--- src/hdl/l4pc_ram.sv ---
// generic single-port ram with registered read
module l4pc_ram #(
	parameter int WIDTH = 8,
	parameter int DEPTH = 256
) (
	input  logic                     clk,
	input  logic                     we,
	input  logic [$clog2(DEPTH)-1:0] addr,
	input  logic [WIDTH-1:0]         wdata,
	output logic [WIDTH-1:0]         rdata
);

	logic [WIDTH-1:0] mem [DEPTH];

	always_ff @(posedge clk) begin
		if (we) begin
			mem[addr] <= wdata;
		end
		rdata <= mem[addr];
	end

endmodule

--- config.mk ---
export PLATFORM = sky130hd
export DESIGN_NAME = l4pc_ram
export DESIGN_NICKNAME = d
export VERILOG_FILES = /design/src/hdl/l4pc_ram.sv
export SDC_FILE = /design/constraint.sdc
export NUM_CORES = 2
export LEC_CHECK = 0
export BUFFER_PORTS_ARGS = -buffer_cell sky130_fd_sc_hd__buf_2
export CAP_MARGIN = 10
export CELL_PAD_IN_SITES_DETAIL_PLACEMENT = 0
export CELL_PAD_IN_SITES_GLOBAL_PLACEMENT = 2
export CORE_ASPECT_RATIO = 1.2
export CORE_MARGIN = 2
export CORE_UTILIZATION = 51
export CTS_CLUSTER_DIAMETER = 100
export DETAILED_ROUTE_END_ITERATION = 10
export GPL_ROUTABILITY_DRIVEN = 0
export PLACE_DENSITY = 0.8
export SETUP_SLACK_MARGIN = 0.02
export SLEW_MARGIN = 20
export SYNTH_ARGS = -nofsm -noshare
export SYNTH_HDL_FRONTEND = slang
export SYNTH_SLANG_ARGS = --single-unit
--- constraint.sdc ---
create_clock -name clk -period 3.4 [get_ports clk]
set_input_delay 0.17 -clock clk [delete_from_list [all_inputs] [get_ports clk]]
set_output_delay 0.17 -clock clk [all_outputs]
set_load 0.03 [all_outputs]
# Yosys cells after proc, flatten, opt, wreduce, memory -nomap -nowiden
# Memory sizes are Yosys's and may differ from the RTL's. A register that Yosys moved wholly into a read port is not among the register bits.
# Cells that the tools add are included.
[totals]
reg_bits = 0
ram_bits = 2048
wordCells = 3
n_memories = 1
[op_classes]
n_mux = 2
[mem_list]
columns = ["name", "words", "word_bits", "read_ports", "rd_ports_with_merged_regs", "write_ports", "line_no", "text"]
rows = [
  ["mem", 256, 8, 1, 1, 1, "13", "logic [WIDTH-1:0] mem [DEPTH];"],
]
[ops]
columns = ["operator", "count"]
rows = [
  ["1-bit two-way mux", 2],
]

# Longest topological paths before layout
[depth]
ltp_word = 2
ltp_mapped = 10
ltp_nobuf = 5

# Least setup slack after synthesis
# Ideal clock, no wire load.
[synth_path]
path_type = "input -> register"
from = "in addr[1]"
to = "mem mem[111][0] (enable)"
setup_ns = 0.370
arrival_time_ns = 2.019
required_ns = 3.030
path_slack_ns = 1.011
path_stages = 9
n_path_buf = 5
cell_sequence = "buf_2 -> clkbuf_1 -> clkbuf_1 -> nand2_1 -> buf_2 -> nor2_1 -> nand2_1 -> clkbuf_1 -> nor2_1"
[synth_lines]
columns = ["item", "line_no", "text"]
rows = [
  ["start: declaration", "8", "input logic [$clog2(DEPTH)-1:0] addr,"],
  ["end: declaration", "13", ""],
]
# Straight into the memory's write port.

==> run summary <==
combinational share of power: 0.050
Distinct cells, synth: 22
final wirelength: 189 mm
vias post-DR: 38.4k
Max stage delay on crit path: 0.92 ns
H-tree depth: 4
largest area contributor in the netlist: edfxtp_1
Clock power frac: 0.402
Max Root-Sink Buffers: 3
register share of total power: 0.548
share of cells above drive strength 1: 0.311
Setup Fix Bufs, Post-CTS: 0
Slowest cell on crit path: o41ai_1
max cap viols: 0
fin nets: 4067
Tmin final: 2.69 ns
Die H: 434 µm
Worst EP required: 4.06 ns
Die Area: 157000 µm²
outcome: complete, no violations
CTS tree: done
worst clock skew: 0.0272 ns
P&R area growth vs syn: 15.4%
Synth area leaders: edfxtp_1 (78%), mux4_2 (15%), a22oi_1 (2.4%)
Seq/Total Area, Yosys: 0.786
CTS sink cnt: 2056
Max Clock Freq: 372 MHz
Chip Width: 362 µm
Synth warnings: 0
number of synthesized register bits: 2056
multi-input logic area: 15800 µm²
Buf/Inv on CP: 1
period utilization: 0.790
largest net degree at the start of global routing: 126
via/cell ratio: 6.20
crit-path cells: mux4_2, a22oi_1, a21oi_1, buf_4, o41ai_1, nand4_1
# rows: 157
total power: 51.0 mW
TritonCTS buffer count: 191
PwrDens: 563 nW/µm²
Cell Area, Synth: 78500 µm²
NetSw: 10.6 mW
switching share of power: 0.209
min-delay worst type: input port to register
worst skew pair latency: 0.83 ns
CP top delay family: compound AO/OA/AOI/OAI gates
WL/cell: 30.6 µm
Storage cell area: 61700 µm²
DRC violations left: 0
FFs w/ async S/R, synth: 0
max_slew headroom: 0.301
static leakage: 28.5 nW
Worst EP arrival: 3.35 ns
initial antenna violation count: 3
drt first pass iters: 5
setup violators final: 0
fin. max-slew vios: 0
Mapped Nets: 3565
Tot GR Track Use: 0.246
Initial Utilization: 0.514
Internal: 40.4 mW
CP Capture Type: register
top-area cell type share of the netlist area: 0.783
grt ovf: 0
RSZ-0062 raised after global routing: no
vias in the first global route: 39.3k
synth cell count leaders: edfxtp_1 (2048), mux4_2 (512), a22oi_1 (256), nor2_1 (232), clkbuf_1 (145)
Synth Flop Type: edfxtp_1
startpoint type of the worst setup path: register
Setup CP Type: register to register
root buffer cell: clkbuf_16
Final Core Density: 0.594
post-synthesis cell count: 3547
io pins: 26
EDFF count, synth: 2048
worst ir drop on vdd: 0.000585 V
Clock transition at path regs: 0.06 ns
DPL Wire Length: 120 mm
PortBufs: 25
top-count cell post-synth: edfxtp_1
DRT iter0 DRCs: 4770
Final Hold Fails: 0
syn_area_per_cell: 22.1 µm²
CP max FO: 1
Tightest Pin Transition: 1.04 ns
first-pass GRT wire length: 275 mm
Fillers: 10.7k
Core ar.: 153000 µm²
Post-DRT Antenna Nets: 0
area by class of cell:
type,instances,share of cell area
Sequential cell,2056,0.681
Multi-Input combinational cell,1258,0.174
Clock buffer,243,0.0563
Timing Repair Buffer,541,0.0523
Tap cell,1987,0.0274
Clock inverter,102,0.00913
Antenna cell,2,0.0000552
Inverter,1,0.0000414
metrics by stage:
step	cell area [µm²]	worst slack (ns)	hold WS (ns)	cells	setup TNS, ns
2_1_floorplan	78500	1.01	0.269	3547	0
3_3_place_gp	84600	-0.0874	0.724	5839	-0.0874
3_5_place_dp	84600	-0.0547	0.741	5839	-0.0547
4_1_cts	90600	0.726	0.0766	6188	0
5_1_grt	90600	0.633	0.117	6188	0
6_report	90600	0.712	0.0696	6190	0
path summary, 6_finish.rpt:
check,start,end,slack [ns],cells after the start
max,mem[120][3],rdata[3],0.71,6
min,wdata[3],mem[120][3],0.07,1
max reg2reg,mem[120][3],rdata[3],0.71,6
min reg2reg,mem[33][5],rdata[5],0.94,5
state kept, by name (all words and copies together), names as in the netlist:
register,flops
mem,2048
rdata,8
metal layers:
metal	global-route usage	part of all wire	wire length (µm)
met3	0.0356	0.066	12600
met5	0	0.00015	29
met1	0.330	0.39	73600
met4	0.0887	0.034	6470
met2	0.413	0.51	96500
power by group through the flow:
stage          registers, mW  logic [mW]  clock network, mW
4_1_cts                 28.0        2.56               20.8
3_5_place_dp            28.5        2.55                  0
5_1_grt                 28.0        2.67               21.8
6_report                28.0        2.53               20.5
3_3_place_gp            28.5        2.51                  0
2_1_floorplan           28.5        1.24                  0
layout by cell type, fill, tap and decap left out, drive strengths merged, types with 5 or more instances in the layout:
cell      instances
nand2b            6
edfxtp         2048
nand2            28
a22oi           256
a21oi           128
clkinvlp          5
mux4            512
clkinv           80
nor3             30
o41ai            32
nand4             8
clkbuf          249
dfxtp             8
bufinv           12
nand3            13
nor2            232
nor2b             7
inv               6
buf             531
kinds of logic after synthesis:
kind of cell    share of synthesized area
compound gates                     0.0362
buf+inv                            0.0140
flops                               0.786
mux                                 0.147
simple gates                       0.0173
repair_timing:
item	CTS	global route
hold endpoints to repair	294	0
resized for setup	0	0
hold buffers	4	0
No activity file was read; power rests on OpenSTA's default activity.
