File: config.mk
export PLATFORM = sky130hd
export DESIGN_NAME = l4pc_stats
export DESIGN_NICKNAME = d
export VERILOG_FILES = /design/src/hdl/l4pc_pkg.sv /design/src/hdl/l4pc_stats.sv
export SDC_FILE = /design/constraint.sdc
export NUM_CORES = 1
export LEC_CHECK = 0
export BUFFER_PORTS_ARGS = -buffer_cell sky130_fd_sc_hd__buf_2
export CAP_MARGIN = 20
export CORE_ASPECT_RATIO = 0.9
export CORE_MARGIN = 10
export CORE_UTILIZATION = 40
export DETAILED_ROUTE_END_ITERATION = 8
export PLACE_DENSITY = 0.7
export SETUP_SLACK_MARGIN = 0.05
export SYNTH_ARGS = -nofsm -noshare
export SYNTH_HDL_FRONTEND = slang
export SYNTH_SLANG_ARGS = --single-unit
export TNS_END_PERCENT = 100
File: constraint.sdc
create_clock -name clk -period 3.9 [get_ports clk]
set_clock_uncertainty 0.2 [all_clocks]
set_input_delay 0.78 -clock clk [delete_from_list [all_inputs] [get_ports clk]]
set_output_delay 0.78 -clock clk [all_outputs]
set_load 0.005 [all_outputs]
File: src/hdl/l4pc_pkg.sv
// shared constants and types of the l4 port packet classifier
package l4pc_pkg;

	localparam int COUNTER_WIDTH = 64;
	localparam int PORT_W        = 16;
	localparam int EGRESS_W      = 7;
	localparam int ACTION_W      = 2;
	localparam int KEY_W         = PORT_W + 1;
	localparam int TABLE_DEPTH   = 1 << KEY_W;
	localparam int RULE_W        = ACTION_W + EGRESS_W;
	localparam int LEN_W         = 16;

	localparam logic [15:0] ETHERTYPE_IPV4 = 16'h0800;
	localparam logic [3:0]  IHL_MIN        = 4'd5;
	localparam logic [7:0]  PROTO_TCP      = 8'd6;
	localparam logic [7:0]  PROTO_UDP      = 8'd17;
	localparam logic [LEN_W-1:0] LEN_MAX   = '1;

	// byte offsets inside the frame
	localparam logic [LEN_W-1:0] OFF_ETYPE_HI = 16'd12;
	localparam logic [LEN_W-1:0] OFF_ETYPE_LO = 16'd13;
	localparam logic [LEN_W-1:0] OFF_IHL      = 16'd14;
	localparam logic [LEN_W-1:0] OFF_PROTO    = 16'd23;
	localparam logic [6:0]       L3_START     = 7'd14;

	localparam logic OP_BYTE = 1'b0;
	localparam logic OP_RULE = 1'b1;

	typedef enum logic [ACTION_W-1:0] {
		ACT_NONE     = 2'd0,
		ACT_PASS     = 2'd1,
		ACT_DROP     = 2'd2,
		ACT_REDIRECT = 2'd3
	} action_t;

	typedef enum logic [1:0] {
		VERDICT_PASS     = 2'd0,
		VERDICT_DROP     = 2'd1,
		VERDICT_REDIRECT = 2'd2
	} verdict_t;

	// table lookup request raised on the last byte of a frame
	typedef struct packed {
		logic             fire;
		logic             parsed;
		logic [KEY_W-1:0] key;
		logic [LEN_W-1:0] len;
	} lookup_t;

	// frame waiting for its table read data
	typedef struct packed {
		logic             valid;
		logic             parsed;
		logic [LEN_W-1:0] len;
	} frame_t;

endpackage

File: src/hdl/l4pc_stats.sv
// verdict decode, traffic counters and result register
module l4pc_stats import l4pc_pkg::*; (
	input  logic                     clk,
	input  logic                     arst_n,
	input  frame_t                   frame_s1,
	input  logic [RULE_W-1:0]        rule_s1,
	input  logic                     out_ready,
	output logic                     stall,
	output logic                     out_valid,
	output logic [1:0]               verdict,
	output logic [EGRESS_W-1:0]      egress_port,
	output logic [LEN_W-1:0]         frame_length,
	output logic                     rule_hit,
	output logic [COUNTER_WIDTH-1:0] forwarded_count,
	output logic [COUNTER_WIDTH-1:0] forwarded_bytes,
	output logic [COUNTER_WIDTH-1:0] dropped_count
);

	logic                     valid_q;
	logic                     load;
	action_t                  act;
	verdict_t                 vd;
	logic [EGRESS_W-1:0]      eg;
	logic                     hit;
	logic [1:0]               verdict_q;
	logic [EGRESS_W-1:0]      egress_q;
	logic [LEN_W-1:0]         len_q;
	logic                     hit_q;
	logic [COUNTER_WIDTH-1:0] fwd_q, fwd_bytes_q, drop_q;

	assign stall = valid_q && !out_ready;
	assign load  = frame_s1.valid && !stall;

	always_comb begin
		act = frame_s1.parsed ? action_t'(rule_s1[RULE_W-1 -: ACTION_W]) : ACT_NONE;
		hit = act != ACT_NONE;
		vd  = VERDICT_PASS;
		eg  = '0;
		unique case (act)
			ACT_DROP: vd = VERDICT_DROP;
			ACT_REDIRECT: begin
				vd = VERDICT_REDIRECT;
				eg = rule_s1[EGRESS_W-1:0];
			end
			default: vd = VERDICT_PASS;
		endcase
	end

	always_ff @(posedge clk or negedge arst_n) begin
		if (!arst_n) begin
			valid_q     <= 1'b0;
			fwd_q       <= '0;
			fwd_bytes_q <= '0;
			drop_q      <= '0;
		end else begin
			if (load) begin
				valid_q <= 1'b1;
			end else if (out_ready) begin
				valid_q <= 1'b0;
			end
			if (load) begin
				if (vd == VERDICT_DROP) begin
					drop_q <= drop_q + 1'b1;
				end else begin
					fwd_q       <= fwd_q + 1'b1;
					fwd_bytes_q <= fwd_bytes_q + COUNTER_WIDTH'(frame_s1.len);
				end
			end
		end
	end

	always_ff @(posedge clk) begin
		if (load) begin
			verdict_q <= vd;
			egress_q  <= eg;
			len_q     <= frame_s1.len;
			hit_q     <= hit;
		end
	end

	// counters change only when a new item loads, so they double as result fields
	assign out_valid       = valid_q;
	assign verdict         = verdict_q;
	assign egress_port     = egress_q;
	assign frame_length    = len_q;
	assign rule_hit        = hit_q;
	assign forwarded_count = fwd_q;
	assign forwarded_bytes = fwd_bytes_q;
	assign dropped_count   = drop_q;

endmodule

# [After elaboration in Yosys (flattened, before gate mapping)]
# Cells that the tools add are included.
[op_classes] mux=4 n_eq_ne=3 reduce_logical=8 add_sub_neg=3 n_bitwise=1
[ops] operator="adder 64 x 1 -> 64 bit (second input constant)" count=2
[ops] operator="adder 64 x 16 -> 64 bit" count=1
[ops] operator="== test 2 bit (second input constant)" count=2
[ops] operator="one-hot mux 2 bit (2 select lines)" count=1
[ops] operator="AND reduction 2 bit" count=2
[ops] operator="nonzero test 2 bit" count=2
[ops] operator="== test 2 x 1 -> 1 bit (second input constant)" count=1
[ops] operator="logical AND 1 bit" count=2
[ops] operator="zero test 1 bit" count=2
[ops] operator="2-to-1 mux 1 bit" count=2
[ops] operator="2-to-1 mux 2 bit" count=1
[ops] operator="inverter 1 bit" count=1
[word_totals] inputBits=30 reg_bits=219 word_cells=27

# [Depth between registers and ports, before layout]
[depth] depth_word=6 mapped_depth=10 mapped_depth_nobuf=9

# [Worst setup path before layout]
# OpenSTA, ideal clock, no wires.
[synth_timing] path_type="input -> register" start="input port frame_s1[0] in the netlist's numbering" end="register fwd_bytes_q[28], in the netlist forwarded_bytes[28]" setup_time_ns=0.132 stages=10 setup_slack_ns=0.585 required_time_ns=3.568 arrival_ns=2.983 path_cell_list="ha_1 > fa_1 > a21o_1 > a221o_1 > and3_4 > a2111oi_4 > or2_1 > buf_6 > nor3_1 > xor2_1"
[synth_via] elab_chain_cells=1
[synth_rtl] item="from (decl)" line_no="l4pc_stats.sv:5" rtl="input frame_t frame_s1,"
[synth_rtl] item="adder 64 x 16 -> 64 bit" line_no="l4pc_stats.sv:66" rtl="fwd_bytes_q <= fwd_bytes_q + COUNTER_WIDTH'(frame_s1.len);"
[synth_rtl] item="to (signal assigned)" line_no="l4pc_stats.sv:66"
[synth_rtl] item="to (decl)" line_no="l4pc_stats.sv:29" rtl="logic [COUNTER_WIDTH-1:0] fwd_q, fwd_bytes_q, drop_q;"
# No other way between the ends.
# A chain may end at the register's enable or synchronous reset.

# [Final worst setup path]
[layout_timing] start="register fwd_bytes_q[0], in the netlist forwarded_bytes[0]" end="register fwd_bytes_q[28], in the netlist forwarded_bytes[28]"
[layout_via] elab_chain_cells=1
[layout_rtl] item="adder 64 x 16 -> 64 bit" line_no="l4pc_stats.sv:66"
# No other way between the ends.

==> impl_results.md <==
* Critical Path End Type: flop
* Sum of negative setup slack at 0 ns
* Cell area after placement at approximately 12,000 um^2
* Proportion of register bits with asynchronous set or reset after synthesis at between 80% and 90%
* Switching fraction of total power at a little over a quarter
* Maximum VDD drop at ~450 uV
* Core ar. at between 20,000 and 30,000 um^2
* Seq/Total Area, Yosys at 55.2%
* Power spent charging and discharging nets at 1.78 mW
* Buffer depth of the longest clock path at 3
* Slowest-stage cell, CP: sky130_fd_sc_hd__dfrtp_1
* Vias in the first global route at ~8,000
* Relative slew slack at 30.1%
* Routed wire length at roughly 27,000 um
* Number of synthesized flops with an enable pin at 26
* Outcome: finished clean
* Chip Width at 188 um
* HPWL after DPL at a little over 20,000 um
* Max Cap Viol at 0
* Synthesized area per cell at 11.0 um^2
* Cell count after synthesis at 925
* Required time of the worst setup path at approximately 4 ns
* TritonCTS clock tree: built
* Initial detailed-routing violation count at 443
* Commonest non-fill, non-tap cells in the layout: 248 x sky130_fd_sc_hd__buf_2, 193 x sky130_fd_sc_hd__dfrtp_1, 136 x sky130_fd_sc_hd__xnor2_1
* Post-route DRC at 0
* Portion of the clock cycle consumed by the worst path in the final layout at 79.8%
* Cell Pwr Density at 508 nW/um^2
* Final Setup Violations at 0
* Wire length of the first global-routing pass at 43,900 um
* Pin count of the biggest net entering global routing at 82
* Cell at the root of the clock tree: sky130_fd_sc_hd__clkbuf_16
* Count of final hold-check violations at 0
* Main synth FF type: sky130_fd_sc_hd__dfrtp_1
* Fmax at 0.321 GHz
* Total number of vias at about 7,900
* Via/cell ratio at 5.05
* CTS Buf Count at 25
* Shortest clock period the worst path allows after layout at 3.11 ns
* TritonRoute pass-1 iters at 5
* Unrepaired setup endpoints after global routing: no
* NumNets Final at around 1,200
* Row Count at 55
* Data arrival time of the worst path at about 3.3 ns
* Last weighted congestion value of the routability-driven placer at roughly 0.84
* Number of nets in the synthesized netlist at between 900 and 1,000
* Hold/Removal Path Class: in2async
* Hold buffers post-CTS at 0
* Insertion delay of the later-clocked pin in the worst-skew pair at 0.51 ns
* Total die area at about 32,000 um^2
* Critical setup path kind: reg2reg
* Vertical die dimension at roughly 170 um
* Largest fanout of any net on the critical path at 6
* Gate family responsible for the most delay along the worst path: compound AO/OA/AOI/OAI gates
* Number of distinct library cells after synthesis at 52
* Crit path cell chain: ha_1 > fa_1 > a21o_1 > a221o_1 > and3_4 > a2111oi_4 > or2_1 > nor3_1 > xor2_1
* Final instance area at 12,800 um^2
* Post-CTS Repair Setup Buffers at 0
* Clock Pin Slew Worst Setup and Hold Paths at 0.06 ns
* Internal cell power at 4.74 mW
* Number of sinks on the clock net at 219
* Antenna-violating nets left at 0
* Effective utilization at floorplan at 40.5%
* Highest cell delay on the worst timing path at 0.41 ns
* Layout cells sized above 1 at 26.4%
* Static Leak at between 6 and 7 nW
* Most common cell after layout, fill and taps aside: sky130_fd_sc_hd__buf_2
* Overall Global Routing Usage at between 15 and 20%
* GR Overflow Total at 0
* Post-DR wirelength/cell at around 17 um
* Combinational share of power at 17.8%
* Startpoint types: flop
* Share of total power in sequential cells at 40.5%
* Antenna diode instance count at 0
* Warnings from Yosys at 0
* Quantity of I/O buffers inserted on ports at 249
* # H-tree levels at 1
* Num ports at 250
* PostCTS Resize Cnt at 0
* Transition time at the pin with the least slew margin at 1.04 ns
* Syn-to-layout area delta at 26.3%
* Antenna violations before repair at 1
* Area of the mapped netlist at 10,200 um^2
* Clock power share at 41.8%
* Capture point of the worst reg-to-reg path: forwarded_bytes[28]
* Count of buffer and inverter cells on the critical path at 0
* Final max-slew violation count at 0
* Worst-case reg-to-reg path depth at 9
* Post-synthesis sequential element count at 219
* Setup slack of the most critical reg-to-reg path at 0.79 ns
* Launch instance of the worst register-to-register path: forwarded_bytes[0]
## per-layer routing
| layer | GRT usage, % | part of all wire [%] | vias to the layer above |
|---|---|---|---|
| met2 | 26.1 | 46 | 242 |
| met4 | 3.51 | 1.8 | 2 |
| met3 | 5.45 | 8.4 | 38 |
| li1 | - | - | 3759 |
| met5 | 0 | 0.044 | - |
| met1 | 21.5 | 44 | 3810 |
## flip-flops by register name, summed over array words and instances, names as in the netlist
name	cells
forwarded_count	64
rule_hit	1
egress_port	7
forwarded_bytes	64
out_valid	1
frame_length	16
dropped_count	64
verdict	2
## cells by family after synthesis
group	count (synthesis)	synth area share, %
flip-flops	219	55.2
buffers and inverters	37	1.58
AND/OR/NAND/NOR	405	20.9
AO/OA/AOI/OAI	58	3.74
adder cells (fa/ha/maj)	19	2.41
XOR/XNOR	187	16.1
## Yosys cell counts (2+ instances only)
| library cell | n | share of area, % |
|---|---|---|
| sky130_fd_sc_hd__nor3b_1 | 2 | 0.15 |
| sky130_fd_sc_hd__edfxtp_1 | 26 | 7.7 |
| sky130_fd_sc_hd__nor3_2 | 4 | 0.39 |
| sky130_fd_sc_hd__nor3_4 | 2 | 0.32 |
| sky130_fd_sc_hd__or2_2 | 2 | 0.12 |
| sky130_fd_sc_hd__and2_1 | 10 | 0.62 |
| sky130_fd_sc_hd__nand2b_1 | 3 | 0.18 |
| sky130_fd_sc_hd__o21ai_1 | 2 | 0.099 |
| sky130_fd_sc_hd__a21oi_1 | 14 | 0.69 |
| sky130_fd_sc_hd__nor4_1 | 11 | 0.68 |
| sky130_fd_sc_hd__or3_1 | 3 | 0.18 |
| sky130_fd_sc_hd__nand2_1 | 113 | 4.2 |
| sky130_fd_sc_hd__nand4_1 | 51 | 3.1 |
| sky130_fd_sc_hd__xor2_1 | 51 | 4.4 |
| sky130_fd_sc_hd__buf_6 | 2 | 0.22 |
| sky130_fd_sc_hd__o211ai_1 | 2 | 0.15 |
| sky130_fd_sc_hd__inv_1 | 21 | 0.78 |
| sky130_fd_sc_hd__o21a_1 | 4 | 0.30 |
| sky130_fd_sc_hd__a211oi_1 | 2 | 0.15 |
| sky130_fd_sc_hd__nor2_1 | 56 | 2.1 |
| sky130_fd_sc_hd__a21o_1 | 7 | 0.52 |
| sky130_fd_sc_hd__or2_1 | 2 | 0.12 |
| sky130_fd_sc_hd__nor2b_1 | 2 | 0.12 |
| sky130_fd_sc_hd__dfrtp_1 | 193 | 48 |
| sky130_fd_sc_hd__buf_2 | 5 | 0.25 |
| sky130_fd_sc_hd__nor4_2 | 3 | 0.37 |
| sky130_fd_sc_hd__and4_1 | 13 | 1.1 |
| sky130_fd_sc_hd__ha_1 | 18 | 2.2 |
| sky130_fd_sc_hd__nor3_1 | 20 | 0.99 |
| sky130_fd_sc_hd__and3_1 | 29 | 1.8 |
| sky130_fd_sc_hd__xnor2_1 | 136 | 12 |
| sky130_fd_sc_hd__o21ai_0 | 18 | 0.89 |
| sky130_fd_sc_hd__clkbuf_1 | 9 | 0.33 |
| sky130_fd_sc_hd__nand3_1 | 71 | 3.5 |
## how the worst max path moves through the flow
stage	startpoint	endpoint	slack, ns	depth (start not counted)
detailed placement	frame_s1[0]	forwarded_bytes[28]	0.31	10
global route	forwarded_bytes[9]	forwarded_bytes[31]	0.56	8
global placement	frame_s1[0]	forwarded_bytes[28]	0.34	10
finish	forwarded_bytes[0]	forwarded_bytes[28]	0.79	9
CTS	forwarded_bytes[9]	forwarded_bytes[27]	0.79	8
floorplan	frame_s1[0]	forwarded_bytes[28]	0.59	10
## metrics by stage
stage / power [mW] / hold slack, ns / util [%] / setup slack (ns) / cells
after CTS: 6.59 / 0.122 / 51.2 / 0.786 / 1556
after global placement: 3.82 / 0.271 / 47.4 / 0.339 / 1510
after floorplan: 3.38 / 0.265 / - / 0.585 / 925
final: 6.52 / 0.102 / 51.2 / 0.786 / 1556
after detailed placement: 3.84 / 0.278 / 47.4 / 0.310 / 1510
after global routing: 6.87 / 0.141 / 51.2 / 0.556 / 1556
## layout make-up
| type | count | area [um^2] |
|---|---|---|
| well taps | 342 | 428 |
| inverters | 21 | 78.8 |
| repair buffers | 259 | 1360 |
| clock inverters | 16 | 292 |
| clock buffers | 30 | 674 |
| fillers | 2289 | 12200 |
| multi-input cells | 669 | 4390 |
| flip-flops and latches | 219 | 5610 |
## power groups by stage
| stage | Combinational [mW] | Clock (mW) | Sequential, mW |
|---|---|---|---|
| global route | 1.32 | 2.89 | 2.66 |
| CTS | 1.17 | 2.78 | 2.64 |
| finish | 1.16 | 2.72 | 2.64 |
| detailed placement | 1.17 | 0 | 2.68 |
| floorplan | 0.724 | 0 | 2.66 |
| global placement | 1.15 | 0 | 2.67 |
(Power assumes the default switching activity.)
