### config.mk
export PLATFORM = sky130hd
export DESIGN_NAME = l4pc_parser
export DESIGN_NICKNAME = d
export VERILOG_FILES = /design/src/hdl/l4pc_pkg.sv /design/src/hdl/l4pc_parser.sv
export SDC_FILE = /design/constraint.sdc
export NUM_CORES = 1
export LEC_CHECK = 0
export BUFFER_PORTS_ARGS = -buffer_cell sky130_fd_sc_hd__buf_2
export CAP_MARGIN = 15
export CORE_ASPECT_RATIO = 2
export CORE_MARGIN = 2
export CORE_UTILIZATION = 38
export DETAILED_ROUTE_END_ITERATION = 10
export PLACE_DENSITY = 0.64
export SLEW_MARGIN = 10
export SYNTH_ARGS = -nofsm -noshare
export SYNTH_HDL_FRONTEND = slang
export SYNTH_SLANG_ARGS = --single-unit
### constraint.sdc
create_clock -name clk -period 4.8 [get_ports clk]
set_input_delay 0.96 -clock clk [delete_from_list [all_inputs] [get_ports clk]]
set_output_delay 0.96 -clock clk [all_outputs]
set_load 0.05 [all_outputs]
### src/hdl/l4pc_pkg.sv
// shared constants and types of the l4 port packet classifier
package l4pc_pkg;

	localparam int COUNTER_WIDTH = 64;
	localparam int PORT_W        = 16;
	localparam int EGRESS_W      = 7;
	localparam int ACTION_W      = 2;
	localparam int KEY_W         = PORT_W + 1;
	localparam int TABLE_DEPTH   = 1 << KEY_W;
	localparam int RULE_W        = ACTION_W + EGRESS_W;
	localparam int LEN_W         = 16;

	localparam logic [15:0] ETHERTYPE_IPV4 = 16'h0800;
	localparam logic [3:0]  IHL_MIN        = 4'd5;
	localparam logic [7:0]  PROTO_TCP      = 8'd6;
	localparam logic [7:0]  PROTO_UDP      = 8'd17;
	localparam logic [LEN_W-1:0] LEN_MAX   = '1;

	// byte offsets inside the frame
	localparam logic [LEN_W-1:0] OFF_ETYPE_HI = 16'd12;
	localparam logic [LEN_W-1:0] OFF_ETYPE_LO = 16'd13;
	localparam logic [LEN_W-1:0] OFF_IHL      = 16'd14;
	localparam logic [LEN_W-1:0] OFF_PROTO    = 16'd23;
	localparam logic [6:0]       L3_START     = 7'd14;

	localparam logic OP_BYTE = 1'b0;
	localparam logic OP_RULE = 1'b1;

	typedef enum logic [ACTION_W-1:0] {
		ACT_NONE     = 2'd0,
		ACT_PASS     = 2'd1,
		ACT_DROP     = 2'd2,
		ACT_REDIRECT = 2'd3
	} action_t;

	typedef enum logic [1:0] {
		VERDICT_PASS     = 2'd0,
		VERDICT_DROP     = 2'd1,
		VERDICT_REDIRECT = 2'd2
	} verdict_t;

	// table lookup request raised on the last byte of a frame
	typedef struct packed {
		logic             fire;
		logic             parsed;
		logic [KEY_W-1:0] key;
		logic [LEN_W-1:0] len;
	} lookup_t;

	// frame waiting for its table read data
	typedef struct packed {
		logic             valid;
		logic             parsed;
		logic [LEN_W-1:0] len;
	} frame_t;

endpackage

### src/hdl/l4pc_parser.sv
// per-frame header parser producing the rule table key
module l4pc_parser import l4pc_pkg::*; (
	input  logic       clk,
	input  logic       arst_n,
	input  logic       accept,
	input  logic [7:0] data_byte,
	input  logic       last_byte,
	output lookup_t    lookup
);

	logic [LEN_W-1:0]  off_q;
	logic [15:0]       etype_q, etype_n;
	logic [3:0]        hw_q, hw_n;
	logic [7:0]        proto_q, proto_n;
	logic [PORT_W-1:0] dport_q, dport_n;
	logic [6:0]        tp;
	logic [LEN_W-1:0]  len;
	logic              parsed;

	always_comb begin
		etype_n = etype_q;
		if (off_q == OFF_ETYPE_HI) begin
			etype_n[15:8] = data_byte;
		end
		if (off_q == OFF_ETYPE_LO) begin
			etype_n[7:0] = data_byte;
		end
		hw_n    = (off_q == OFF_IHL) ? data_byte[3:0] : hw_q;
		proto_n = (off_q == OFF_PROTO) ? data_byte : proto_q;
		// transport header start; the ihl byte itself never hits the port offsets
		tp      = L3_START + {1'b0, hw_n, 2'b00};
		dport_n = dport_q;
		if (off_q == {9'd0, tp + 7'd2}) begin
			dport_n[15:8] = data_byte;
		end
		if (off_q == {9'd0, tp + 7'd3}) begin
			dport_n[7:0] = data_byte;
		end
		len    = (off_q == LEN_MAX) ? LEN_MAX : off_q + 16'd1;
		parsed = (etype_n == ETHERTYPE_IPV4) && (hw_n >= IHL_MIN) &&
			((proto_n == PROTO_TCP) || (proto_n == PROTO_UDP)) &&
			(len >= {9'd0, tp + 7'd4});
		lookup.fire   = accept && last_byte;
		lookup.parsed = parsed;
		lookup.key    = {proto_n == PROTO_UDP, dport_n};
		lookup.len    = len;
	end

	always_ff @(posedge clk or negedge arst_n) begin
		if (!arst_n) begin
			off_q   <= '0;
			etype_q <= '0;
			hw_q    <= '0;
			proto_q <= '0;
			dport_q <= '0;
		end else if (accept) begin
			if (last_byte) begin
				off_q   <= '0;
				etype_q <= '0;
				hw_q    <= '0;
				proto_q <= '0;
				dport_q <= '0;
			end else begin
				off_q   <= len;
				etype_q <= etype_n;
				hw_q    <= hw_n;
				proto_q <= proto_n;
				dport_q <= dport_n;
			end
		end
	end

endmodule

# After elaboration in Yosys (flattened, before gate mapping)
# Index checks and enable logic that the tools add are counted.
word_totals:
  register_bits: 60
  inputBits: 12
  output_inout_bits: 35
  elab_cells: 39
op_classes:
  add_sub_neg: 5
  order_cmp: 2
  n_eq_ne: 10
  muxes: 12
  n_reduce_logical: 5
ops:
  columns: ["op", "count"]
  rows:
  - ["2-to-1 mux 16 bit", 4]
  - ["equality test 16 x 4 -> 1 bit, second input constant", 3]
  - ["2-to-1 mux 8 bit", 6]
  - ["equality test 16 x 7 -> 1 bit", 2]
  - ["adder 16 x 1 -> 16 bit, second input constant", 1]
  - ["equality test 16 x 12 -> 1 bit, second input constant", 1]
  - ["equality test 16 bit, second input constant", 1]
  - ["equality test 16 x 5 -> 1 bit, second input constant", 1]
  - [">= comparator 16 x 7 -> 1 bit", 1]
  - ["adder 7 x 2 -> 7 bit, second input constant", 2]
  - ["equality test 8 x 3 -> 1 bit, second input constant", 1]
  - ["equality test 8 x 5 -> 1 bit, second input constant", 1]
  - ["2-to-1 mux 4 bit", 2]
  - ["adder 4 x 6 -> 7 bit, first input constant", 1]
  - ["adder 7 x 3 -> 7 bit, second input constant", 1]
  - [">= comparator 4 x 3 -> 1 bit, second input constant", 1]
  - ["logical AND 1 bit", 4]
  - ["logical OR 1 bit", 1]

# Logic depth before layout (Yosys ltp)
# Gate-level depths: netlist of the first run.
depth:
  ltp_word: 7
  depth_mapped: 12
  ltp_nobuf: 11

# Least setup slack after synthesis of the first run
# OpenSTA, ideal clock, no wires.
synth_path:
  path_kind: "register to output"
  start: "register off_q[0]"
  end: "output port lookup[33] (netlist bit)"
  t_arrival_ns: 3.249
  required_ns: 3.840
  slack_ns: 0.591
  stages_incl_launch_ff: 11
  path_buffers: 2
  cell_sequence: "dfrtp_1 > ha_1 > clkbuf_1 > and4_1 > o21ai_0 > ha_1 > o211ai_1 > a21o_1 > a21boi_0 > o31a_1 > buf_4"
synth_rtl:
  columns: ["element", "line", "rtl"]
  rows:
  - ["from (decl)", "l4pc_parser.sv:11", "logic [LEN_W-1:0] off_q;"]
  - ["from (signal assigned)", "l4pc_parser.sv:64", "off_q <= len;"]
  - ["to (decl)", "l4pc_parser.sv:8", "output lookup_t lookup"]

==> results of run 1 <==
[kinds of logic after synthesis]
family,after synthesis
flip-flops,60
AO/OA/AOI/OAI,144
multiplexers,25
XOR/XNOR,12
buffers and inverters,66
AND/OR/NAND/NOR,116
adder cells (fa/ha/maj),9
[final cells by class]
cell class                 count  area, um^2  share of cell area, %
clock buffer                  10         239                   5.15
tap                          137         171                   3.70
inverter                      30         113                   2.43
clock inverter                 3        40.0                  0.863
multi-input combinational    306        2280                   49.1
sequential                    60        1500                   32.4
timing repair buffer          55         298                   6.42
[through the flow]
step	power [uW]	std cells	util, %	hold slack [ns]
finish	1570	601	44.5	0.488
global route	1640	601	44.5	0.504
CTS	1580	601	44.5	0.490
detailed placement	954	588	41.9	0.473
global placement	947	588	41.9	0.472
floorplan	855	432	-	0.456
[placed cells by master, fill, tap and decap left out, types with 7 or more instances in the layout]
cell                        Yosys  layout
sky130_fd_sc_hd__dfrtp_1       60      60
sky130_fd_sc_hd__buf_2          6      46
sky130_fd_sc_hd__o2bb2ai_1     32      32
sky130_fd_sc_hd__inv_1         29      29
sky130_fd_sc_hd__nand2_1       25      25
sky130_fd_sc_hd__nor2_1        19      19
sky130_fd_sc_hd__o211ai_1      19      19
sky130_fd_sc_hd__a22oi_1       19      19
sky130_fd_sc_hd__nand3_1       16      16
sky130_fd_sc_hd__o221ai_1      16      16
sky130_fd_sc_hd__o21ai_0       14      14
sky130_fd_sc_hd__mux2_1        12      12
sky130_fd_sc_hd__nand4_1       11      11
sky130_fd_sc_hd__mux2i_1       11      11
sky130_fd_sc_hd__nor4_1         9       9
sky130_fd_sc_hd__ha_1           9       9
sky130_fd_sc_hd__clkbuf_16      0       9
sky130_fd_sc_hd__buf_4          1       9
sky130_fd_sc_hd__xor2_1         8       8
sky130_fd_sc_hd__a21oi_1        8       8
sky130_fd_sc_hd__a22o_1         7       7
[worst max-delay path, stage by stage, from the launching register on]
cell and delay [ns]:
sky130_fd_sc_hd__dfrtp_1 0.47, sky130_fd_sc_hd__or4_4 0.62, sky130_fd_sc_hd__nor4_4 0.59, sky130_fd_sc_hd__mux2i_1 0.34, sky130_fd_sc_hd__inv_1 0.08, sky130_fd_sc_hd__ha_1 0.30
sky130_fd_sc_hd__o211ai_1 0.09, sky130_fd_sc_hd__a21o_1 0.16, sky130_fd_sc_hd__a21boi_0 0.22, sky130_fd_sc_hd__o31a_1 0.15, sky130_fd_sc_hd__buf_2 0.25
[registers in the layout, summed over array words and instances (netlist names)]
| signal | flops |
|---|---|
| off_q | 16 |
| hw_q | 4 |
| etype_q | 16 |
| proto_q | 8 |
| dport_q | 16 |
[layer usage]
| layer | up-vias | routed length (um) | global-route usage, % |
|---|---|---|---|
| met5 | - | 0 | 0 |
| met4 | 0 | 674 | 14.8 |
| met3 | 43 | 510 | 4.16 |
| met2 | 122 | 6500 | 39.1 |
| met1 | 1841 | 4560 | 23.3 |
| li1 | 1726 | - | - |
[worst paths after layout]
path | from | to | slack (ns) | depth (start not counted)
setup / recovery | off_q[9] | lookup[33] | 0.25 | 10
hold reg to reg | proto_q[0] | proto_q[0] | 0.49 | 1
setup reg to reg | off_q[6] | dport_q[2] | 1.87 | 6
hold / removal | proto_q[0] | proto_q[0] | 0.49 | 1
max in group asynchronous | arst_n | off_q[3] | 3.21 | 2
min in group asynchronous | arst_n | etype_q[5] | 0.69 | 1
[power breakdown]
group / switching [uW] / internal (uW) / total (uW)
Clock: 215 / 404 / 620
Combinational: 231 / 111 / 342
Sequential: 46.5 / 557 / 604
Total: 493 / 1070 / 1570
==> impl_metrics.csv, run 1 <==
group,metric,value,unit
run_status,status,"completed",
timing,setup_viol,0,
logic_synthesis,netlist_instances,432,
timing,fin_skew,0.00581,ns
timing,timing.slew.headroom,33.7,%
final_layout,fraction_of_layout_cells_with_a_size_suffix_above_1,18.1,%
power_and_ir_drop,p_leak,0.00212,uW
logic_synthesis,synth_adder_area_share,2.78,%
grt,grt_pass1_vias,3713,
logic_synthesis,postSynthNetCount,453,
logic_synthesis,synth_area_leader_cell,"sky130_fd_sc_hd__dfrtp_1",
logic_synthesis,synthFlopType,"sky130_fd_sc_hd__dfrtp_1",
placed_design,post-dp-hpwl,8840,um
power_and_ir_drop,power_density,338,nW/um^2
placed_design,placed_area,4360,um^2
drt,detail-route-antenna-nets,0,
clock_tree,cts_buffer_depth,2,
clock_tree,post_cts.repair.setup_buffers,0,
setup_path,path_max_fanout,10,
timing,rsz0062_at_grt,"false",
placed_design,globalplace.congestion,0.958,
floorplanning,die_height,150,um
placed_design,setup_slack_placement,0.573,ns
drt,route.detailed.wl_per_inst,20.4,um
logic_synthesis,synthesis.area_per_instance,9.36,um^2
clock_tree,clk_root_buffer_cell,"sky130_fd_sc_hd__clkbuf_16",
timing,timing_max_transition_violations_final,0,
grt,grt_util_all_layers,22.0,%
clock_tree,post_cts_hold_buffer_count,0,
logic_synthesis,synthTopCellsByCount,"sky130_fd_sc_hd__dfrtp_1, sky130_fd_sc_hd__o2bb2ai_1, sky130_fd_sc_hd__inv_1",
grt,grt_overflow,0,
drt,drcViolationCount,0,
floorplanning,ios,47,
placed_design,place.port_buffers,46,
logic_synthesis,synth-warning-count,0,
drt,routed_wirelength,12200,um
grt,wire_length_of_the_first_global_routing_pass,19500,um
logic_synthesis,synth_top_family_by_area,"compound AO/OA/AOI/OAI gates",
logic_synthesis,cell_area_after_synthesis,4040,um^2
flow_run,maxCapViolations,0,
final_layout,nNetsFinal,483,
setup_path,worstSetupEndpointType,"output pin",
clock_tree,cts_repair_resize_count,0,
timing,final_hold_viol_count,0,
timing,min_period,4.55,ns
logic_synthesis,netlist.area_leader.share,37.1,%
floorplanning,num_rows,53,
setup_path,worst-endpoint-required,3.84,ns
floorplanning,die_area,11500,um^2
drt,vias,3732,
clock_tree,cts_made_buffers,9,
timing,worstMarginPinSlew,0.994,ns
logic_synthesis,synth-edff-count,0,
final_layout,fillCellCount,1040,
timing,fin_setup_tns,0,ns
setup_path,worst-endpoint-arrival,3.59,ns
logic_synthesis,yosys.area_share.xor_xnor,2.60,%
logic_synthesis,ys_seq_area_share,37.1,%
drt,viasPerCell,6.21,
logic_synthesis,synth_simple_gate_area_share,17.0,%
min_path,hold_class,"flop to flop",
logic_synthesis,synth_most_common_cell,"sky130_fd_sc_hd__dfrtp_1",
setup_path,worst_setup_path_start_kind,"flop",
final_layout,finish.instance_area,4640,um^2
logic_synthesis,synth_top_cells_by_area,"sky130_fd_sc_hd__dfrtp_1, sky130_fd_sc_hd__o2bb2ai_1, sky130_fd_sc_hd__a22oi_1, sky130_fd_sc_hd__o211ai_1, sky130_fd_sc_hd__o221ai_1",
clock_tree,tritoncts,"done",
drt,detail_route.iter0.violations,256,
grt,grt_max_degree,45,
drt,drt_first_pass_iters,5,
logic_synthesis,synthMuxAreaShare,6.62,%
grt,antenna_found_initial,0,
clock_tree,clk-insertion-delay-late,0.33,ns
setup_path,criticalPathCategory,"flop to output pin",
timing,worst_slack,0.246,ns
logic_synthesis,asyncSetResetFlopFracSynth,100,%
clock_tree,ctsHtreeMaxLevel,3,
floorplanning,core,10400,um^2
final_layout,syn2layout_area_growth,14.7,%
logic_synthesis,synthDistinctLibCells,63,
timing,min_period_over_period,94.9,%
final_layout,diodes,0,
floorplanning,initial_core_util,38.8,%
floorplanning,die_x,76.9,um
power_and_ir_drop,ir_worst_vdd,0.000173,V
logic_synthesis,synth-compound-area-share,27.3,%
timing,maxClockFrequency,0.220,GHz
logic_synthesis,synth-seq-cells,60,
clock_tree,cts.sinks,60,
clock_tree,clkTransAtPathRegs,0.05,ns
Note: power is estimated with default switching activity, not from simulation.
==> run 2, diff against run 1 <==
- CTS_BUF_LIST: not set -> sky130_fd_sc_hd__clkbuf_16
- REMOVE_ABC_BUFFERS: not set -> 1
==> impl_metrics.csv, run 2 (synthesized netlist as in run 1, its figures left out) <==
group,metric,value,unit
run_status,status,"completed",
timing,rsz0062_at_grt,"false",
final_layout,finish.instance_area,4590,um^2
final_layout,fraction_of_layout_cells_with_a_size_suffix_above_1,17.0,%
setup_path,timing.critical_path.depth,10,
drt,routed_wirelength,11900,um
timing,final_hold_viol_count,0,
setup_path,timing.critical_path.max_delay_family,"simple AND/OR/NAND/NOR gates",
clock_tree,cts_repair_resize_count,0,
drt,detail_route.iter0.violations,417,
power_and_ir_drop,power_density,327,nW/um^2
floorplanning,die_x,76.9,um
timing,worstMarginPinSlew,0.974,ns
clock_tree,clkTransAtPathRegs,0.05,ns
timing,min_period,4.49,ns
setup_path,crit_slowest_cell,"sky130_fd_sc_hd__or4_4",
setup_path,critical_path_source,"off_q[9]",
setup_path,cpPeakStageDelay,0.62,ns
setup_path,criticalPathCategory,"flop to output pin",
setup_path,worst_r2r_path_depth,6,
drt,detail-route-antenna-nets,0,
floorplanning,die_height,150,um
setup_path,setup.worst_path.end,"lookup[33]",
setup_path,worst-endpoint-required,3.84,ns
placed_design,placed_area,4340,um^2
floorplanning,core,10400,um^2
timing,timing_max_transition_violations_final,0,
drt,viasPerCell,6.23,
final_layout,diodes,0,
grt,antenna_found_initial,0,
power_and_ir_drop,p_leak,0.00210,uW
setup_path,path_max_fanout,10,
placed_design,setup_slack_placement,0.649,ns
setup_path,regToRegEndpoint,"dport_q[2]",
timing,setup_viol,0,
final_layout,syn2layout_area_growth,13.6,%
clock_tree,tritoncts,"done",
final_layout,final_common_cell,"sky130_fd_sc_hd__dfrtp_1",
timing,min_period_over_period,93.5,%
power_and_ir_drop,ir_worst_vdd,0.000164,V
final_layout,fin_cells,601,
clock_tree,cts_made_buffers,9,
placed_design,place.port_buffers,46,
clock_tree,clk_root_buffer_cell,"sky130_fd_sc_hd__clkbuf_16",
setup_path,cp_cell_sequence,"or4_4, nor4_4, mux2i_1, inv_1, ha_1, o211ai_1, a21o_1, a21boi_0, o31a_1, buf_2",
timing,maxClockFrequency,0.223,GHz
grt,grt_overflow,0,
final_layout,mostFrequentLayoutCells,"sky130_fd_sc_hd__dfrtp_1, sky130_fd_sc_hd__buf_2, sky130_fd_sc_hd__o2bb2ai_1, sky130_fd_sc_hd__inv_1, sky130_fd_sc_hd__nand2_1",
timing,fin_skew,0.00668,ns
clock_tree,cts_buffer_depth,2,
clock_tree,ctsHtreeMaxLevel,3,
clock_tree,post_cts.repair.setup_buffers,0,
floorplanning,ios,47,
setup_path,worst-endpoint-arrival,3.53,ns
clock_tree,post_cts_hold_buffer_count,0,
drt,drcViolationCount,0,
grt,grt_pass1_vias,3682,
setup_path,worst_setup_path_start_kind,"flop",
placed_design,globalplace.congestion,0.871,
timing,worst_slack,0.312,ns
power_and_ir_drop,power,1500,uW
timing,timing.slew.headroom,35.0,%
placed_design,post-dp-hpwl,8510,um
clock_tree,clk-insertion-delay-late,0.34,ns
final_layout,nNetsFinal,481,
setup_path,cp.buffers_inverters,2,
final_layout,registers_with_the_highest_flip_flop_counts,"dport_q (16), etype_q (16), off_q (16)",
flow_run,maxCapViolations,0,
floorplanning,num_rows,53,
clock_tree,cts.sinks,60,
grt,grt_max_degree,61,
drt,drt_first_pass_iters,6,
grt,wire_length_of_the_first_global_routing_pass,19100,um
setup_path,worstSetupEndpointType,"output pin",
floorplanning,initial_core_util,38.8,%
floorplanning,die_area,11500,um^2
timing,fin_setup_tns,0,ns
placed_design,dp.cells,586,
min_path,hold_class,"flop to flop",
drt,vias,3745,
setup_path,reg2reg_from,"off_q[6]",
grt,grt_util_all_layers,21.2,%
drt,route.detailed.wl_per_inst,19.7,um
setup_path,timing.reg2reg.setup_slack,1.85,ns
run 2: cell types whose count changed in the layout (fill, tap and decap cells not counted), sizes merged:
cell,change
buf,-2
bufinv,-1
inv,+1
clkbuf,-1
clkinv,+3
run 2: worst min-delay path by stage:
stage	start	endpoint	slack (ns)	cells after the start
finish	proto_q[1]	proto_q[1]	0.50	1
global route	proto_q[4]	proto_q[4]	0.51	1
CTS	proto_q[1]	proto_q[1]	0.50	1
detailed placement	proto_q[1]	proto_q[1]	0.48	1
global placement	proto_q[6]	proto_q[6]	0.48	1
floorplan	proto_q[0]	proto_q[0]	0.46	1
run 2: per-layer routing:
layer,track usage (%),wire length [um],up-vias
met5,0,0,-
met4,14.1,648,0
met3,3.74,475,44
met2,37.6,6400,134
met1,22.7,4340,1844
li1,-,-,1723
run 2: per-stage QoR:
stage	hold WS [ns]	util (%)
final	0.501	44.1
after global routing	0.514	44.1
after floorplan	0.456	-
after global placement	0.477	41.7
after CTS	0.499	44.1
after detailed placement	0.483	41.7
run 2: report_power, final:
part	internal [uW]	total [uW]	leakage [uW]	switching, uW
Clock	335	557	0.000126	222
Sequential	557	603	0.000819	45.9
Combinational	111	340	0.00115	229
Total	1000	1500	0.00210	496
run 2: final cells by class:
type	instances	area, um^2
sequential	60	1500
timing repair buffer	53	283
fill	1030	5820
clock buffer	9	225
tap	137	171
inverter	30	113
multi-input combinational	306	2280
clock inverter	6	23.8
